<file path="src/rtl/core/fuaf_pkg.sv">
// Shared types and codes of the face upwind advection flux block.
`default_nettype none

package fuaf_pkg;

  localparam int CFG_AW = 2;
  localparam int S_TUSER_W = 4;

  typedef enum logic [CFG_AW-1:0] {
    REG_VEL_X = 2'd0,
    REG_VEL_Y = 2'd1,
    REG_VEL_Z = 2'd2,
    REG_BND_VAL = 2'd3
  } reg_idx_t;

  typedef enum logic [1:0] {
    KIND_NONE = 2'd0,
    KIND_SINE = 2'd1,
    KIND_OPENING = 2'd2,
    KIND_WALL = 2'd3
  } bnd_kind_t;

  typedef enum logic [2:0] {
    OP_INNER = 3'd0,
    OP_OUTER = 3'd1,
    OP_DOT_X = 3'd2,
    OP_DOT_Y = 3'd3,
    OP_DOT_Z = 3'd4,
    OP_FLUX_X = 3'd5,
    OP_FLUX_Y = 3'd6,
    OP_FLUX_Z = 3'd7
  } op_t;

  typedef enum logic [5:0] {
    S_IDLE = 6'b000001,
    S_LOAD = 6'b000010,
    S_MLO = 6'b000100,
    S_MHI = 6'b001000,
    S_WB = 6'b010000,
    S_OUT = 6'b100000
  } state_t;

  typedef struct packed {
    logic load;
    logic lo;
    logic hi;
  } mul_ctl_t;

endpackage

`default_nettype wire

</file>
<file path="src/rtl/core/fuaf_mul.sv">
// Shared fixed point multiplier: two half-width passes, truncation and saturation.
`default_nettype none

module fuaf_mul #(
  parameter int DATA_WIDTH = 32,
  parameter int FRAC_BITS = 16
) (
  input  wire logic                         clk,
  input  wire fuaf_pkg::mul_ctl_t           ctl,
  input  wire logic signed [DATA_WIDTH-1:0] a,
  input  wire logic signed [DATA_WIDTH-1:0] b,
  output logic signed [DATA_WIDTH-1:0]      res,
  output logic                              clip
);
  import fuaf_pkg::*;

  localparam int DW = DATA_WIDTH;
  localparam int HB = (DW + 1) / 2;
  localparam int PW = 2 * DW;

  logic [DW-1:0]    mag_a;
  logic [DW-1:0]    mag_b;
  logic             neg;
  logic [PW-1:0]    prod;
  logic [HB-1:0]    b_part;
  logic [DW+HB-1:0] pp;
  logic [PW-1:0]    q;
  logic [DW-1:0]    lim;
  logic [DW-1:0]    qs;

  assign b_part = ctl.hi ? HB'(mag_b[DW-1:HB]) : mag_b[HB-1:0];
  assign pp = mag_a * b_part;

  always_ff @(posedge clk) begin
    priority if (ctl.load) begin
      mag_a <= a[DW-1] ? DW'(-a) : DW'(a);
      mag_b <= b[DW-1] ? DW'(-b) : DW'(b);
      neg <= a[DW-1] ^ b[DW-1];
    end else if (ctl.lo) begin
      prod <= PW'(pp);
    end else if (ctl.hi) begin
      prod <= prod + (PW'(pp) << HB);
    end
  end

  assign q = prod >> FRAC_BITS;
  assign lim = {neg, {(DW-1){~neg}}};
  assign clip = q > PW'(lim);
  assign qs = clip ? lim : q[DW-1:0];
  assign res = neg ? -$signed(qs) : $signed(qs);

endmodule

`default_nettype wire

</file>
<file path="src/rtl/core/face_upwind_advection_flux.sv">
// Top level of the face upwind advection flux block: sequencer, accumulators and ports.
// Every product runs on the shared multiplier through S_LOAD, S_MLO, S_MHI and S_WB; an item is taken in an idle cycle.
// A term that is not last forms the inner trace product, and the outer one when the outer node is present.
// A last term forms the traces, three dot products, three flux products when the face takes a value, then emit.
// The result word is held in an output register until it is taken.
// Synchronous reset clears the sequencer, the configuration registers, the traces and the clip flag.
`default_nettype none

module face_upwind_advection_flux #(
  parameter int DATA_WIDTH = 32,
  parameter int FRAC_BITS = 16,
  localparam int S_TDATA_W = ((6 * DATA_WIDTH + 7) / 8) * 8,
  localparam int M_TDATA_W = ((3 * DATA_WIDTH + 7) / 8) * 8
) (
  input  wire logic                          clk,
  input  wire logic                          rst,
  input  wire logic                          cfg_we,
  input  wire logic [fuaf_pkg::CFG_AW-1:0]   cfg_addr,
  input  wire logic [DATA_WIDTH-1:0]         cfg_data,
  input  wire logic                          s_tvalid,
  output logic                               s_tready,
  // Fields from the lowest bit: inner_node_value, outer_node_value, basis_weight,
  // normal_x, normal_y, normal_z, zero padding.
  input  wire logic [S_TDATA_W-1:0]          s_tdata,
  // Fields from the lowest bit: outer_present, has_neighbour, boundary_kind.
  input  wire logic [fuaf_pkg::S_TUSER_W-1:0] s_tuser,
  input  wire logic                          s_tlast,
  output logic                               m_tvalid,
  input  wire logic                          m_tready,
  // Fields from the lowest bit: flux_x, flux_y, flux_z, zero padding.
  output logic [M_TDATA_W-1:0]               m_tdata,
  // Fields from the lowest bit: saturated.
  output logic [0:0]                         m_tuser
);
  import fuaf_pkg::*;

  localparam int DW = DATA_WIDTH;

  function automatic logic [DW:0] qadd(input logic signed [DW-1:0] x,
                                       input logic signed [DW-1:0] y);
    logic signed [DW:0] s;
    logic [DW:0] r;
    s = {x[DW-1], x} + {y[DW-1], y};
    if (s[DW] != s[DW-1]) begin
      r = {1'b1, s[DW], {(DW-1){~s[DW]}}};
    end else begin
      r = {1'b0, s[DW-1:0]};
    end
    return r;
  endfunction

  state_t state;
  state_t state_next;
  op_t    op;
  op_t    op_next;

  logic signed [DW-1:0] vel_x, vel_y, vel_z, bnd_val;
  logic signed [DW-1:0] cap_inner, cap_outer, cap_w, cap_nx, cap_ny, cap_nz;
  logic                 cap_present, cap_nb, cap_last;
  bnd_kind_t            cap_kind;

  logic signed [DW-1:0] inner_sum, outer_sum, d_acc, u_val;
  logic signed [DW-1:0] p_x, p_y, p_z, f_x, f_y, f_z;
  logic                 clip;
  logic                 use_u;

  mul_ctl_t             mctl;
  logic signed [DW-1:0] mul_a, mul_b, mul_res;
  logic                 mul_clip;
  logic signed [DW-1:0] add_a;
  logic [DW:0]          add_r;
  logic signed [DW-1:0] d_new;
  logic signed [DW-1:0] u_sel;
  logic                 use_sel;
  logic                 s_fire;
  logic                 emit;

  assign s_tready = (state == S_IDLE);
  assign s_fire = s_tvalid && s_tready;
  assign emit = (state == S_OUT) && (!m_tvalid || m_tready);

  always_ff @(posedge clk) begin
    if (rst) begin
      vel_x <= '0;
      vel_y <= '0;
      vel_z <= '0;
      bnd_val <= '0;
    end else if (cfg_we) begin
      unique case (reg_idx_t'(cfg_addr))
        REG_VEL_X: vel_x <= cfg_data;
        REG_VEL_Y: vel_y <= cfg_data;
        REG_VEL_Z: vel_z <= cfg_data;
        REG_BND_VAL: bnd_val <= cfg_data;
        default: vel_x <= vel_x;
      endcase
    end
  end

  always_comb begin
    mctl.load = (state == S_LOAD);
    mctl.lo = (state == S_MLO);
    mctl.hi = (state == S_MHI);
    unique case (op)
      OP_INNER: begin mul_a = cap_inner; mul_b = cap_w; end
      OP_OUTER: begin mul_a = cap_outer; mul_b = cap_w; end
      OP_DOT_X: begin mul_a = vel_x; mul_b = cap_nx; end
      OP_DOT_Y: begin mul_a = vel_y; mul_b = cap_ny; end
      OP_DOT_Z: begin mul_a = vel_z; mul_b = cap_nz; end
      OP_FLUX_X: begin mul_a = p_x; mul_b = u_val; end
      OP_FLUX_Y: begin mul_a = p_y; mul_b = u_val; end
      OP_FLUX_Z: begin mul_a = p_z; mul_b = u_val; end
      default: begin mul_a = cap_inner; mul_b = cap_w; end
    endcase
  end

  fuaf_mul #(
    .DATA_WIDTH(DATA_WIDTH),
    .FRAC_BITS(FRAC_BITS)
  ) u_mul (
    .clk(clk),
    .ctl(mctl),
    .a(mul_a),
    .b(mul_b),
    .res(mul_res),
    .clip(mul_clip)
  );

  always_comb begin
    unique case (op)
      OP_INNER: add_a = inner_sum;
      OP_OUTER: add_a = outer_sum;
      default: add_a = d_acc;
    endcase
    add_r = qadd(add_a, mul_res);
    d_new = $signed(add_r[DW-1:0]);
    use_sel = 1'b1;
    if (cap_nb) begin
      u_sel = (d_new >= 0) ? inner_sum : outer_sum;
    end else begin
      unique case (cap_kind)
        KIND_SINE: u_sel = bnd_val;
        KIND_OPENING: u_sel = inner_sum;
        default: begin
          u_sel = '0;
          use_sel = 1'b0;
        end
      endcase
    end
  end

  always_comb begin
    state_next = state;
    op_next = op;
    unique case (state)
      S_IDLE: begin
        if (s_fire) begin
          state_next = S_LOAD;
          op_next = OP_INNER;
        end
      end
      S_LOAD: state_next = S_MLO;
      S_MLO: state_next = S_MHI;
      S_MHI: state_next = S_WB;
      S_WB: begin
        state_next = S_LOAD;
        unique case (op)
          OP_INNER: begin
            if (cap_present) begin
              op_next = OP_OUTER;
            end else if (cap_last) begin
              op_next = OP_DOT_X;
            end else begin
              state_next = S_IDLE;
            end
          end
          OP_OUTER: begin
            if (cap_last) begin
              op_next = OP_DOT_X;
            end else begin
              state_next = S_IDLE;
            end
          end
          OP_DOT_X: op_next = OP_DOT_Y;
          OP_DOT_Y: op_next = OP_DOT_Z;
          OP_DOT_Z: begin
            if (use_sel) begin
              op_next = OP_FLUX_X;
            end else begin
              state_next = S_OUT;
            end
          end
          OP_FLUX_X: op_next = OP_FLUX_Y;
          OP_FLUX_Y: op_next = OP_FLUX_Z;
          OP_FLUX_Z: state_next = S_OUT;
          default: state_next = S_IDLE;
        endcase
      end
      S_OUT: begin
        if (emit) begin
          state_next = S_IDLE;
        end
      end
      default: state_next = S_IDLE;
    endcase
  end

  always_ff @(posedge clk) begin
    if (rst) begin
      state <= S_IDLE;
      op <= OP_INNER;
      m_tvalid <= 1'b0;
      clip <= 1'b0;
      inner_sum <= '0;
      outer_sum <= '0;
      d_acc <= '0;
    end else begin
      state <= state_next;
      op <= op_next;
      if (m_tvalid && m_tready && !emit) begin
        m_tvalid <= 1'b0;
      end
      if (state == S_WB) begin
        unique case (op)
          OP_INNER: begin
            inner_sum <= $signed(add_r[DW-1:0]);
            clip <= clip | mul_clip | add_r[DW];
          end
          OP_OUTER: begin
            outer_sum <= $signed(add_r[DW-1:0]);
            clip <= clip | mul_clip | add_r[DW];
          end
          OP_DOT_X, OP_DOT_Y, OP_DOT_Z: begin
            d_acc <= d_new;
            clip <= clip | mul_clip | add_r[DW];
          end
          default: clip <= clip | mul_clip;
        endcase
      end
      if (emit) begin
        m_tvalid <= 1'b1;
        inner_sum <= '0;
        outer_sum <= '0;
        d_acc <= '0;
        clip <= 1'b0;
      end
    end
  end

  always_ff @(posedge clk) begin
    if (s_fire) begin
      cap_inner <= s_tdata[DW-1:0];
      cap_outer <= s_tdata[2*DW-1:DW];
      cap_w <= s_tdata[3*DW-1:2*DW];
      cap_nx <= s_tdata[4*DW-1:3*DW];
      cap_ny <= s_tdata[5*DW-1:4*DW];
      cap_nz <= s_tdata[6*DW-1:5*DW];
      cap_present <= s_tuser[0];
      cap_nb <= s_tuser[1];
      cap_kind <= bnd_kind_t'(s_tuser[3:2]);
      cap_last <= s_tlast;
    end
    if (state == S_WB) begin
      unique case (op)
        OP_DOT_X: p_x <= mul_res;
        OP_DOT_Y: p_y <= mul_res;
        OP_DOT_Z: begin
          p_z <= mul_res;
          u_val <= u_sel;
          use_u <= use_sel;
          f_x <= '0;
          f_y <= '0;
          f_z <= '0;
        end
        OP_FLUX_X: f_x <= mul_res;
        OP_FLUX_Y: f_y <= mul_res;
        OP_FLUX_Z: f_z <= mul_res;
        default: p_x <= p_x;
      endcase
    end
    if (emit) begin
      m_tdata <= M_TDATA_W'({f_z, f_y, f_x});
      m_tuser[0] <= clip;
    end
  end

  a_accept_starts: assert property (@(posedge clk) disable iff (rst)
    s_tvalid && s_tready |=> state == S_LOAD && op == OP_INNER)
    else $error("accepted word did not start the inner trace product");

  a_emit_clears: assert property (@(posedge clk) disable iff (rst)
    emit |=> m_tvalid && inner_sum == '0 && outer_sum == '0 && !clip)
    else $error("emit did not present a result and clear the traces");

  a_outer_only_present: assert property (@(posedge clk) disable iff (rst)
    state == S_WB && op == OP_OUTER |-> cap_present)
    else $error("outer product formed without an outer node");

  a_flux_needs_use: assert property (@(posedge clk) disable iff (rst)
    state == S_LOAD && (op == OP_FLUX_X || op == OP_FLUX_Y || op == OP_FLUX_Z)
    |-> use_u && cap_last)
    else $error("flux product formed for a face that takes no trace");

  a_valid_from_emit: assert property (@(posedge clk) disable iff (rst)
    $rose(m_tvalid) |-> $past(state) == S_OUT)
    else $error("result raised outside the emit state");

endmodule

`default_nettype wire
</file>
<file path="config.mk">
export PLATFORM = sky130hd
export DESIGN_NAME = face_upwind_advection_flux
export DESIGN_NICKNAME = d
export VERILOG_FILES = /design/src/rtl/core/fuaf_pkg.sv /design/src/rtl/core/fuaf_mul.sv /design/src/rtl/core/face_upwind_advection_flux.sv
export SDC_FILE = /design/constraint.sdc
export NUM_CORES = 2
export LEC_CHECK = 0
export CAP_MARGIN = 0
export CORE_UTILIZATION = 54
export CTS_BUF_LIST = sky130_fd_sc_hd__clkbuf_16
export CTS_CLUSTER_DIAMETER = 120
export DETAILED_ROUTE_END_ITERATION = 6
export DONT_BUFFER_PORTS = 1
export PLACE_DENSITY = 0.74
export SYNTH_ARGS = -nofsm -noshare
export SYNTH_HDL_FRONTEND = slang
export SYNTH_SLANG_ARGS = --single-unit
</file>
<file path="constraint.sdc">
create_clock -name clk -period 11.8 [get_ports clk]
set_clock_uncertainty 0.2 [all_clocks]
set_input_delay 2.36 -clock clk [delete_from_list [all_inputs] [get_ports clk]]
set_output_delay 2.36 -clock clk [all_outputs]
set_load 0.03 [all_outputs]
</file>
* Word level (Yosys, flattened, before mapping) *
Index checks and enable logic that the tools add are counted.

storage, ports and cells
  flip-flop bits (word level) = 882
  output and inout port bits = 99

operators by class
  add/sub/neg operators = 5
  $mul = 1
  order comparisons = 2
  equal/unequal tests = 23
  multiplexer cells = 35
  bitwise operators = 6
  reductions and logical operators = 37

operators with widths
  kind                                                                number
  case mux 32 bit (2 select lines)                                    5
  case mux 32 bit (8 select lines)                                    1
  case mux 32 bit (5 select lines)                                    1
  2-to-1 mux 32 bit                                                   4
  negation 32 bit                                                     3
  adder 64 bit                                                        1
  2-to-1 mux 64 bit                                                   1
  2-to-1 mux 31 bit                                                   2
  greater-than comparator 48 x 32 -> 1 bit                            1
  multiplier 32 x 16 -> 48 bit                                        1
  2-to-1 mux 48 bit                                                   1
  case mux 6 bit (6 select lines)                                     1
  adder 32 x 32 -> 33 bit                                             1
  2-to-1 mux 33 bit                                                   1
  greater-or-equal comparator 32 x 1 -> 1 bit, second input constant  1
  AND reduction 2 bit                                                 15
  case mux 6 bit (4 select lines)                                     1
  case mux 3 bit (7 select lines)                                     1
  2-to-1 mux 6 bit                                                    3
  2-to-1 mux 16 bit                                                   1
  equality test 3 bit, second input constant                          4
  2-to-1 mux 3 bit                                                    4
  nonzero test 2 bit                                                  6
  inequality test 8 x 1 -> 1 bit, second input constant               1
  29 further kinds                                                    48

* Longest topological paths before layout *
  depth after elaboration = 11
  depth in mapped cells = 41
  mapped depth without buffers = 37

* Modules after synthesis *
From an unflattened synthesis, not the netlist that was laid out.

unflattened totals
  cells, all modules = 5,660
  area, all modules = 57,228.6 um2

by module, submodules not included
  module                      instances  cells an instance  area each (um2)  sequential area each (um2)
  face_upwind_advection_flux  1          2,724              31,491.5         20,259.4
  fuaf_mul                    1          2,936              25,737.2         3,393.3

* Worst setup path after synthesis *
OpenSTA, ideal clock, no wires.

  kind = in2reg
  start point = in s_tvalid
  end point = reg op[0]
  setup time = 0.128 ns
  arrival = 12.144 ns
  setup slack = -0.672 ns
  stages on the path = 5
  path buffers = 0
  cells stage by stage = inv_1 > nor2_1 > o21ai_0 > a21oi_1 > nor2_1

on the way
  cells in the longest elaborated chain, start to end = 3

ends and longest elaborated chain
  what                                             RTL line                           source
  from (decl)                                      face_upwind_advection_flux.sv:20   input wire logic s_tvalid,
  logical AND 1 bit                                face_upwind_advection_flux.sv:79   assign s_fire = s_tvalid && s_tready;
  net s_fire                                       face_upwind_advection_flux.sv:75   logic s_fire;
  inequality test 2 x 1 -> 1 bit (no source line)  n/a
  AND reduction 4 bit (no source line)             n/a
  to (signal assigned)                             face_upwind_advection_flux.sv:218  op <= op_next;
  to (decl)                                        face_upwind_advection_flux.sv:54   op_t op;

The timed path passes the listed nets, and every way through them passes these cells.
A chain may end at the register's enable or synchronous reset.

* Worst setup path in the final report *
  start point = reg state[5]
  end point = reg u_mul.prod[62], data pin

on the way
  cells in the longest elaborated chain, start to end = 5
  elaborated cells on any way between the ends = 6

ends and longest elaborated chain
  what                          RTL line                           source
  from (decl)                   face_upwind_advection_flux.sv:52   state_t state;
  from (signal assigned)        face_upwind_advection_flux.sv:217  state <= state_next;
  equality test 6 x 4 -> 1 bit  face_upwind_advection_flux.sv:102  mctl.hi = (state == S_MHI);
  2-to-1 mux 16 bit             fuaf_mul.sv:31                     assign b_part = ctl.hi ? HB'(mag_b[DW-1:HB]) : mag_b[HB-1:0];
  multiplier 32 x 16 -> 48 bit  fuaf_mul.sv:32                     assign pp = mag_a * b_part;
  adder 64 bit                  fuaf_mul.sv:42                     prod <= prod + (PW'(pp) << HB);
  2-to-1 mux 64 bit             fuaf_mul.sv:41                     end else if (ctl.hi) begin
  to (signal assigned)          fuaf_mul.sv:40                     prod <= PW'(pp);
  to (signal assigned)          fuaf_mul.sv:42
  to (decl)                     fuaf_mul.sv:24                     logic [PW-1:0] prod;

Several ways; a longest one is shown, not always the timed one. The select of a mux whose other input is x is not followed.

==> out/qor.txt <==
Status = complete, no violations
Crit path top cell by count = fa_1
Max clock buf depth = 3
Most flop-heavy register = m_tdata
Regs by FF count = m_tdata (96), u_mul.prod (48)
Crit-path slowest cell = mux2_2
Syn Nets = 6,432
M1 WL = 65.7 mm
ANT nets after route = 0
#FFs+latches synth = 866
Yosys warning total = 0
Final setup fails = 0
CTS tree = built
Hold WS = 216 ps
Synth async-reset ratio = 0%
Dpl hpwl = 128 mm
Root Driver = clkbuf_16
Final hold vios = 0
Drc violations = 0
Die Y = 326 um
DR vias = 42,500
Crit path kind = register to register
Synth Instances = 5,535
Layout area overhead = 7.22%
Total of max-cap violations = 0
Starting Density = 54.6%
Placed cells = 6,681
CTS Hold Buffers Added = 0
Wire length on met3 = 18.2 mm
Layout cells sized above 1 = 6.59%
Post-synthesis sequential area ratio = 41.7%
TritonCTS Buffers = 88
Clk sink count = 866
Final instance area = 0.0608 mm^2
Max reg flops = 96
Highest metal used = met5
Fin cells = 6,860
Critical path endpoint category = register
Minimum clock period = 10,960 ps
Crit path max fanout = 32
Crit path launch type = register
Tcrit/Tclk final = 92.9%
Wire per inst = 25.6 um
Clock transition at the registers of the reported paths = 60 ps
Worst EP required = 12,020 ps
Post-synth EDFFs = 631
HP Class = register to register
Die area = 0.106 mm^2
Synth cell types = 87
Worst-Margin Slew = 1260 ps
Nets = 6,288
Synth Cell Area = 0.0567 mm^2
WL met2 = 79.6 mm
Initial DRC Count = 5,114
Post-cts sizing count = 0
Placer congestion estimate = 0.991
Chip width = 326 um
Grt total ovfl = 0
Drt first pass iters = 6
Ys flop type = edfxtp_1
Largest net degree at the start of global routing = 177
Vias in the first global route = 41,500
Area after DPL = 0.0579 mm^2
RSZ-0062 raised after global routing = no
Rel. slew slack = 13.9%
R2R setup slack = 840 ps
Max incr delay on CP = 740 ps
Wire length of the first global-routing pass = 260 mm
Pins Over Slew Limit = 0
CTS H-tree lvls = 3
Setup TNS = 0 ps
Initial antenna violation count = 20
FP Rows = 118
Clock Latency Late Sink = 680 ps
CP Data Arrival Time = 11,190 ps
Io pins = 335
Avg Cell Area, Syn = 10.2 um^2
# Post-CTS Setup Buffers = 0
Post-DR vias/cell = 6.20
GRT Overall Usage = 32.7%
Fmax = 91.2 MHz
Port Buffers = 0
Core area = 0.104 mm^2
Total wire length = 175 mm
-- final cells by class --
cell class / instances / area, um^2
Fill cell: 8650 / 43000
Multi-Input combinational cell: 3848 / 30000
Sequential cell: 866 / 23700
Clock buffer: 92 / 2300
Inverter: 523 / 1960
Tap cell: 1380 / 1730
Clock inverter: 71 / 563
Timing Repair Buffer: 64 / 518
Antenna cell: 16 / 40.0
-- routing by layer --
metal  vias to the layer above  track usage, %
met1                     20900            42.3
met3                       509            7.27
met5                         -               0
met2                      2360            50.5
li1                      18700               -
met4                         8            19.5
-- stage by stage --
step	setup WS [ps]	utilization, %
after floorplan	2040	-
after global placement	1340	55.8
after detailed placement	1050	55.8
after CTS	983	58.5
after global routing	132	58.5
final	836	58.6
-- layout by cell type (no fill, tap or decap), types with 16 or more instances in the layout --
| cell | netlist | final |
|---|---|---|
| nand3_1 | 49 | 48 |
| and2_1 | 192 | 192 |
| ha_1 | 241 | 239 |
| o211ai_1 | 28 | 28 |
| a221oi_1 | 17 | 17 |
| nand2b_1 | 33 | 33 |
| or2_2 | 24 | 23 |
| a21o_1 | 91 | 91 |
| o21a_1 | 26 | 26 |
| and3_1 | 25 | 24 |
| edfxtp_1 | 631 | 631 |
| a31oi_1 | 26 | 26 |
| nand3b_1 | 18 | 18 |
| nor2b_1 | 35 | 32 |
| fa_1 | 420 | 420 |
| xor2_1 | 55 | 55 |
| dfxtp_1 | 235 | 232 |
| a211oi_1 | 64 | 64 |
| o21ai_0 | 251 | 251 |
| mux2i_1 | 115 | 115 |
| nand4_1 | 21 | 21 |
| a21oi_1 | 415 | 415 |
| or3_1 | 21 | 21 |
| buf_4 | 11 | 61 |
| a22o_1 | 17 | 17 |
| a22oi_1 | 69 | 69 |
| clkinv_2 | 0 | 21 |
| nor3_1 | 62 | 57 |
| o21bai_1 | 21 | 21 |
| o22ai_1 | 27 | 27 |
| xnor2_1 | 116 | 116 |
| clkbuf_16 | 0 | 92 |
| diode_2 | 0 | 16 |
| nand2_1 | 800 | 799 |
| mux2_2 | 75 | 75 |
| inv_1 | 520 | 536 |
| nor2_1 | 313 | 304 |
-- cells in the mapped netlist, types with 8 or more instances --
master | instances | area, um^2
and2_1 | 192 | 1200
o22ai_1 | 27 | 169
o21ai_0 | 251 | 1260
a211oi_1 | 64 | 480
or2_2 | 24 | 150
fa_1 | 420 | 8410
nand4_1 | 21 | 131
a221oi_1 | 17 | 149
a21oi_1 | 415 | 2080
nand2_1 | 800 | 3000
a22o_1 | 17 | 149
o221ai_1 | 8 | 70.1
nor3_1 | 62 | 310
buf_4 | 11 | 82.6
nor2_1 | 313 | 1170
mux2_2 | 75 | 845
buf_2 | 16 | 80.1
o22a_1 | 9 | 78.8
mux4_2 | 8 | 180
clkbuf_1 | 254 | 953
a31oi_1 | 26 | 163
nand3b_1 | 18 | 135
nor2b_1 | 35 | 219
o21a_1 | 26 | 195
nand2b_1 | 33 | 206
buf_1 | 16 | 60.1
edfxtp_1 | 631 | 18900
mux2i_1 | 115 | 1150
xor2_1 | 55 | 482
a21o_1 | 91 | 683
xnor2_1 | 116 | 1020
inv_1 | 520 | 1950
nor4_1 | 15 | 93.8
nand3_1 | 49 | 245
o21bai_1 | 21 | 158
ha_1 | 241 | 3020
o211ai_1 | 28 | 210
o31ai_1 | 11 | 82.6
a22oi_1 | 69 | 518
or3_1 | 21 | 131
and3_1 | 25 | 156
dfxtp_1 | 235 | 4700
-- kinds of logic after synthesis --
family                     after synthesis  synth area share [%]
and+or+nand+nor                       1642                  13.2
AOI/OAI and AO/OA                     1176                  12.9
DFF                                    866                  41.7
buffers and inverters                  821                  5.56
adders and majority gates              661                  20.2
muxes                                  198                  3.84
xor gates and xnor gates               171                  2.64
-- critical path, delay by kind of cell, from the launching register on --
family | cells | cell delay [ps]
xor+xnor | 2 | 280
flops | 1 | 330
buf+inv | 4 | 410
compound gates | 9 | 2780
simple gates | 9 | 2110
fa+ha+maj | 8 | 3810
mux | 1 | 740
-- path summary, 6_finish.rpt --
| kind | from | to | cells past startpoint |
|---|---|---|---|
| worst min-delay path | f_x[2] | m_tdata[2] | 0 |
| worst max register to register | state[5] | u_mul.prod[62] | 33 |
| worst min register to register | f_x[2] | m_tdata[2] | 0 |
| worst max-delay path | state[5] | u_mul.prod[62] | 33 |
Power is not shown: default switching activity piles up to over one toggle a cycle in this logic, so the estimate is an artifact.
